==> config.mk <==
export PLATFORM = sky130hd
export DESIGN_NAME = smtp_command_line_parser_top
export DESIGN_NICKNAME = d
export VERILOG_FILES = /design/src/rtl/smtpclp_pkg.sv /design/src/rtl/smtpclp_in_reg.sv /design/src/rtl/smtpclp_parse.sv /design/src/rtl/smtpclp_out_reg.sv /design/src/rtl/smtp_command_line_parser_top.sv
export SDC_FILE = /design/constraint.sdc
export NUM_CORES = 1
export LEC_CHECK = 0
export BUFFER_PORTS_ARGS = -buffer_cell sky130_fd_sc_hd__buf_2
export CORE_MARGIN = 3
export CORE_UTILIZATION = 63
export CTS_BUF_LIST = sky130_fd_sc_hd__clkbuf_4
export CTS_CLUSTER_DIAMETER = 80
export DETAILED_ROUTE_END_ITERATION = 10
export HOLD_SLACK_MARGIN = 0.1
export PLACE_DENSITY = 0.87
export SYNTH_ARGS = -nofsm -noshare
export SYNTH_HDL_FRONTEND = slang
export SYNTH_HIERARCHICAL = 1
export SYNTH_SLANG_ARGS = --single-unit
==> constraint.sdc <==
create_clock -name clk -period 6.47 [get_ports clk]
set_clock_uncertainty 0.2 [all_clocks]
set_input_delay 0.9705 -clock clk [delete_from_list [all_inputs] [get_ports clk]]
set_output_delay 0.9705 -clock clk [all_outputs]
set_load 0.02 [all_outputs]
==> src/rtl/smtpclp_pkg.sv <==
package smtpclp_pkg;

    localparam int VERB_BYTES = 16;
    localparam int ARG_BYTES  = 256;

    localparam logic [7:0] CHAR_CR    = 8'h0D;
    localparam logic [7:0] CHAR_LF    = 8'h0A;
    localparam logic [7:0] CHAR_COLON = 8'h3A;
    localparam logic [7:0] CHAR_SPACE = 8'h20;
    localparam logic [7:0] KW_LEN     = 8'd4;

    localparam logic [7:0] VERB_LAST = 8'(VERB_BYTES - 1);
    localparam logic [7:0] ARG_LAST  = 8'(ARG_BYTES - 1);

    typedef enum logic [2:0] {
        PH_VERB = 3'd0,
        PH_ARG  = 3'd1,
        PH_CR   = 3'd2,
        PH_DONE = 3'd3,
        PH_ERR  = 3'd4
    } phase_t;

    typedef enum logic {
        FIELD_VERB = 1'b0,
        FIELD_ARG  = 1'b1
    } field_t;

    typedef struct packed {
        logic       start_new;
        logic [7:0] byte_in;
    } in_word_t;

    typedef struct packed {
        logic [2:0] parse_phase;
        logic       store_valid;
        logic       store_field;
        logic [7:0] store_index;
        logic       field_closed;
        logic [7:0] closed_length;
        logic       finished;
        logic       errored;
    } out_word_t;

    function automatic logic [7:0] to_upper(input logic [7:0] c);
        logic [7:0] r;
        r = c;
        if (c inside {[8'h61:8'h7A]})
        begin
            r = c - 8'd32;
        end
        return r;
    endfunction

    // keyword letters by position
    function automatic logic [7:0] mail_char(input logic [1:0] k);
        logic [7:0] r;
        case (k)
            2'd0: r = 8'h4D;
            2'd1: r = 8'h41;
            2'd2: r = 8'h49;
            default: r = 8'h4C;
        endcase
        return r;
    endfunction

    function automatic logic [7:0] rcpt_char(input logic [1:0] k);
        logic [7:0] r;
        case (k)
            2'd0: r = 8'h52;
            2'd1: r = 8'h43;
            2'd2: r = 8'h50;
            default: r = 8'h54;
        endcase
        return r;
    endfunction

endpackage

==> src/rtl/smtpclp_in_reg.sv <==
module smtpclp_in_reg
    import smtpclp_pkg::*;
(
    input  logic     clk,
    input  logic     rst_n,
    input  logic     src_valid,
    output logic     src_stall,
    input  in_word_t src_word,
    input  logic     advance,
    output logic     held_valid,
    output in_word_t held_word
);

    logic     valid_reg;
    logic     valid_next;
    in_word_t word_reg;
    logic     take;

    // hold the word while the stage ahead is blocked
    assign src_stall  = valid_reg && !advance;
    assign take       = src_valid && !src_stall;
    assign valid_next = take || (valid_reg && !advance);

    always_ff @(posedge clk or negedge rst_n)
    begin
        if (!rst_n)
        begin
            valid_reg <= 1'b0;
        end
        else
        begin
            valid_reg <= valid_next;
        end
    end

    always_ff @(posedge clk)
    begin
        if (take)
        begin
            word_reg <= src_word;
        end
    end

    assign held_valid = valid_reg;
    assign held_word  = word_reg;

endmodule

==> src/rtl/smtpclp_parse.sv <==
module smtpclp_parse
    import smtpclp_pkg::*;
(
    input  logic      clk,
    input  logic      rst_n,
    input  logic      fire,
    input  in_word_t  word,
    output out_word_t result
);

    phase_t     phase_reg;
    phase_t     phase_next;
    logic [7:0] fill_reg;
    logic [7:0] fill_next;
    logic       mail_ok_reg;
    logic       mail_ok_next;
    logic       rcpt_ok_reg;
    logic       rcpt_ok_next;

    phase_t     ph;
    logic [7:0] fill;
    logic [7:0] c;
    logic [7:0] cu;
    logic       kw_hit;
    logic       store_ok;

    assign c    = word.byte_in;
    assign cu   = to_upper(c);
    assign ph   = word.start_new ? PH_VERB : phase_reg;
    assign fill = word.start_new ? 8'd0 : fill_reg;
    assign kw_hit = (fill == KW_LEN) && (mail_ok_reg || rcpt_ok_reg);

    // next phase
    always_comb
    begin
        case (ph)
            PH_VERB:
            begin
                if (c == CHAR_CR)
                begin
                    phase_next = PH_CR;
                end
                else if (c == CHAR_COLON)
                begin
                    phase_next = PH_ARG;
                end
                else if (c == CHAR_SPACE)
                begin
                    phase_next = kw_hit ? PH_VERB : PH_ARG;
                end
                else
                begin
                    phase_next = PH_VERB;
                end
            end
            PH_ARG:  phase_next = (c == CHAR_CR) ? PH_CR : PH_ARG;
            PH_CR:   phase_next = (c == CHAR_LF) ? PH_DONE : PH_ERR;
            PH_DONE: phase_next = PH_DONE;
            PH_ERR:  phase_next = PH_ERR;
            default: phase_next = PH_ERR;
        endcase
    end

    // store, close and keyword tracking
    always_comb
    begin
        result               = '0;
        result.parse_phase   = phase_next;
        result.finished      = (phase_next == PH_DONE) || (phase_next == PH_ERR);
        result.errored       = (phase_next == PH_ERR);
        fill_next            = fill;
        mail_ok_next         = mail_ok_reg;
        rcpt_ok_next         = rcpt_ok_reg;
        store_ok             = 1'b0;
        case (ph)
            PH_VERB:
            begin
                result.store_field = FIELD_VERB;
                if (phase_next == PH_VERB)
                begin
                    store_ok = (fill < VERB_LAST);
                end
                else
                begin
                    result.field_closed  = 1'b1;
                    result.closed_length = fill;
                    fill_next            = 8'd0;
                end
            end
            PH_ARG:
            begin
                result.store_field = FIELD_ARG;
                if (phase_next == PH_ARG)
                begin
                    store_ok = (fill < ARG_LAST);
                end
                else
                begin
                    result.field_closed  = 1'b1;
                    result.closed_length = fill;
                    fill_next            = 8'd0;
                end
            end
            default:
            begin
                store_ok = 1'b0;
            end
        endcase
        if (store_ok)
        begin
            result.store_valid = 1'b1;
            result.store_index = fill;
            fill_next          = fill + 8'd1;
        end
        // track the first four verb bytes against both keywords
        if (store_ok && (ph == PH_VERB) && (fill < KW_LEN))
        begin
            mail_ok_next = (cu == mail_char(fill[1:0])) && ((fill == 8'd0) || mail_ok_reg);
            rcpt_ok_next = (cu == rcpt_char(fill[1:0])) && ((fill == 8'd0) || rcpt_ok_reg);
        end
    end

    always_ff @(posedge clk or negedge rst_n)
    begin
        if (!rst_n)
        begin
            phase_reg   <= PH_VERB;
            fill_reg    <= 8'd0;
            mail_ok_reg <= 1'b0;
            rcpt_ok_reg <= 1'b0;
        end
        else if (fire)
        begin
            phase_reg   <= phase_next;
            fill_reg    <= fill_next;
            mail_ok_reg <= mail_ok_next;
            rcpt_ok_reg <= rcpt_ok_next;
        end
    end

endmodule

==> src/rtl/smtpclp_out_reg.sv <==
module smtpclp_out_reg
    import smtpclp_pkg::*;
(
    input  logic      clk,
    input  logic      rst_n,
    input  logic      load_valid,
    input  out_word_t load_word,
    output logic      advance,
    output logic      dst_valid,
    input  logic      dst_stall,
    output out_word_t dst_word
);

    logic      valid_reg;
    logic      valid_next;
    out_word_t word_reg;
    logic      load;

    // advance whenever the result slot is empty or being taken
    assign advance    = !valid_reg || !dst_stall;
    assign load       = load_valid && advance;
    assign valid_next = load || (valid_reg && dst_stall);

    always_ff @(posedge clk or negedge rst_n)
    begin
        if (!rst_n)
        begin
            valid_reg <= 1'b0;
        end
        else
        begin
            valid_reg <= valid_next;
        end
    end

    always_ff @(posedge clk)
    begin
        if (load)
        begin
            word_reg <= load_word;
        end
    end

    assign dst_valid = valid_reg;
    assign dst_word  = word_reg;

endmodule

==> src/rtl/smtp_command_line_parser_top.sv <==
// A byte accepted into the input register is parsed into the result register.
// Throughput: one byte per cycle unless dst_stall holds the result register;
// the parse state updates as a byte moves from input to result register.
// Reset (rst_n low, asynchronous): phase returns to verb, fill index to zero,
// both pipeline registers empty.
module smtp_command_line_parser_top
    import smtpclp_pkg::*;
(
    input  logic      clk,
    input  logic      rst_n,
    input  logic      src_valid,
    output logic      src_stall,
    input  in_word_t  src_word,
    output logic      dst_valid,
    input  logic      dst_stall,
    output out_word_t dst_word
);

    logic      advance;
    logic      held_valid;
    in_word_t  held_word;
    out_word_t parsed;
    logic      fire;

    assign fire = held_valid && advance;

    smtpclp_in_reg u_in_reg (
        .clk        (clk),
        .rst_n      (rst_n),
        .src_valid  (src_valid),
        .src_stall  (src_stall),
        .src_word   (src_word),
        .advance    (advance),
        .held_valid (held_valid),
        .held_word  (held_word)
    );

    smtpclp_parse u_parse (
        .clk    (clk),
        .rst_n  (rst_n),
        .fire   (fire),
        .word   (held_word),
        .result (parsed)
    );

    smtpclp_out_reg u_out_reg (
        .clk        (clk),
        .rst_n      (rst_n),
        .load_valid (held_valid),
        .load_word  (parsed),
        .advance    (advance),
        .dst_valid  (dst_valid),
        .dst_stall  (dst_stall),
        .dst_word   (dst_word)
    );

endmodule
==> flow_summary.yaml <==
status:
  status: "complete, no violations"
timing:
  hold_ws_ns: 0.2876
  setup-violations-final: 0
  hold_viol: 0
  rsz0062_at_grt: "false"
  max_freq_mhz: 246.6
  final.min_clock_period_ns: 4.055
  drv_slew: 0
  worst-slew-pin-transition_ns: 0.5819
  slew_headroom_pct: 61.21
  tns_ns: 0
  period_share_pct: 62.67
detailed_routing:
  drtIter0Drc: 200
  avgViaCountPerCell: 6.033
  drt_wl_total_um: 4719
  firstDrtPassIters: 4
  drtAntennaViolNets: 0
  wl_per_cell_um: 15.68
  drc: 0
  vias: 1816
die:
  die_height_um: 69.47
  core_um2: 3771
  pin_count: 39
  start_util_pct: 67.29
  dieWidth_um: 69.47
  rows: 22
  die_area_um2: 4825
synthesis:
  yosysUniqueCellTypes: 67
  seq_area_frac_synth_pct: 53.85
  syn_area_um2: 2537
  yosys_warnings: 6
  yosysTopAreaCell: "edfxtp_1"
  synth_top_area_share_pct: 39.05
  async_reset_ff_share_pct: 31.25
  synth_edf_count: 33
  synth_ff_type: "edfxtp_1"
  synth_seq_cells: 48
  syn-num-nets: 234
  synth.area.top_cells: "edfxtp_1, dfrtp_1, nor2_1"
  netlist_instances: 215
  syn_area_per_cell_um2: 11.80
clocking:
  clock_latency_ns: 0.37
  post_cts_buffers: 0
  cts_sinks: 48
  postCtsHoldBufs: 0
  clock_path_buffers: 2
  numCtsBuffers: 5
  root_buffer: "clkbuf_4"
  post_cts_resized: 0
  cts_tree: "built"
  clk_pin_slew_ns: 0.13
  ctsHtreeMaxLevel: 2
global_route:
  gr-total-overflow: 0
  grt_pass1_wl_um: 8073
  grt_antenna_before_repair: 0
  grt_max_degree: 25
  track_usage_pct: 20.95
  grt_pass1_vias: 1747
power:
  p_per_area_nw_per_um2: 297.1
  leakagePower_nw: 1.160
  power_w: 0.0008231
  vdd_drop_max_mv: 0.1829
setup_path:
  crit_arrival_ns: 4.12
  cp_max_fo: 19
  crit_type: "reg -> reg"
  critPathCaptureType: "flop"
  startpoint_type: "flop"
  required_ns: 6.54
cells_and_area:
  nets: 271
  final_cell_mix: "buf_2, edfxtp_1, nor2_1"
  diodes: 0
  mostFrequentLayoutCell: "buf_2"
  largest_register_ffs: 24
  layout-drive-gt1-share_pct: 26.48
  area.growth.synth_to_final_pct: 9.172
hold_path:
  hold_path.class: "in -> async"
run:
  cap_viol_max_count: 0
place:
  place_hpwl_um: 3285
  gp_congestion: 0.8571
  port_buffers: 38
-- cell usage after synthesis (2+ instances only) --
master and count:
edfxtp_1 33, nor2_1 23, nand2_1 18, dfrtp_1 15, inv_1 8, nand3_1 8, nor3b_1 8, ha_1 6
a21oi_1 5, o21ai_0 5, xor2_1 4, a32o_1 3, and3_1 3, buf_4 3, nor3_1 3, o211ai_1 3
xnor2_1 3, a211o_1 2, a32oi_1 2, a41o_1 2, and3_2 2, and4b_2 2, clkbuf_1 2, clkbuf_8 2
mux2_2 2, nand2b_1 2, nand4b_1 2, nor4_1 2, nor4b_1 2, o21a_1 2, o2bb2ai_1 2
-- layer usage --
layer  GRT usage, %  up-vias  wire [um]
li1               -      881          -
met5              0        -          0
met3          5.362       12        304
met1          26.32      851       2001
met2          34.00       72       2302
met4          9.544        0        111
-- metrics by stage --
step | std cells | setup WS, ns | utilization [%] | area, um2
after floorplan | 215 | 3.446 | - | 2537
after global placement | 293 | 2.637 | 72.06 | 2718
after detailed placement | 293 | 2.487 | 72.06 | 2718
after CTS | 301 | 2.442 | 73.46 | 2770
after global routing | 301 | 2.061 | 73.46 | 2770
final | 301 | 2.415 | 73.46 | 2770
-- kinds of logic (layout without fill, tap and decap cells) --
| family | Yosys count | count (layout) | share of synthesized area (%) |
|---|---|---|---|
| AO/OA/AOI/OAI | 40 | 40 | 13.12 |
| multiplexers | 3 | 3 | 1.282 |
| AND/OR/NAND/NOR | 92 | 92 | 21.84 |
| adder cells (fa/ha/maj) | 6 | 6 | 2.959 |
| XOR/XNOR | 7 | 7 | 2.416 |
| buffers and inverters | 19 | 57 | 4.536 |
| flip-flops | 48 | 48 | 53.85 |
-- worst paths after layout --
kind | slack [ns] | cells past startpoint | startpoint | to
setup reg to reg | 2.42 | 12 | u_in_reg/held_word[8] | u_parse/rcpt_ok_reg
setup / recovery | 2.42 | 12 | u_in_reg/held_word[8] | u_parse/rcpt_ok_reg
hold reg to reg | 0.33 | 1 | u_parse/fill_reg[1] | u_parse/fill_reg[1]
max in group asynchronous | 5.50 | 1 | rst_n | u_parse/fill_reg[1]
hold / removal | 0.29 | 1 | rst_n | u_parse/phase_reg[2]
min in group clk | 0.33 | 1 | u_parse/fill_reg[1] | u_parse/fill_reg[1]
-- worst max-delay path, stage by stage, from the launching register on --
cell and delay, ns:
edfxtp_1 0.74, clkinv_1 0.58, nand2_1 0.40, inv_1 0.08, ha_1 0.27, and4b_2 0.30, a211oi_1 0.15, o21ai_0 0.16
a311oi_4 0.32, nor2_2 0.18, inv_2 0.23, nand3_1 0.13, o21a_1 0.21
-- cell type report --
type / count / area, um2
clock buffers: 6 / 45.04
clock inverters: 2 / 7.507
fillers: 279 / 1001
inverters: 10 / 37.54
multi-input cells: 148 / 1056
flip-flops and latches: 48 / 1366
well taps: 48 / 60.06
repair buffers: 39 / 197.7
-- report_power, final --
part           switching, W  internal (W)
clock             0.0000881     0.0000446
combinational      0.000148      0.000104
sequential        0.0000533      0.000385
(Power assumes the default switching activity.)
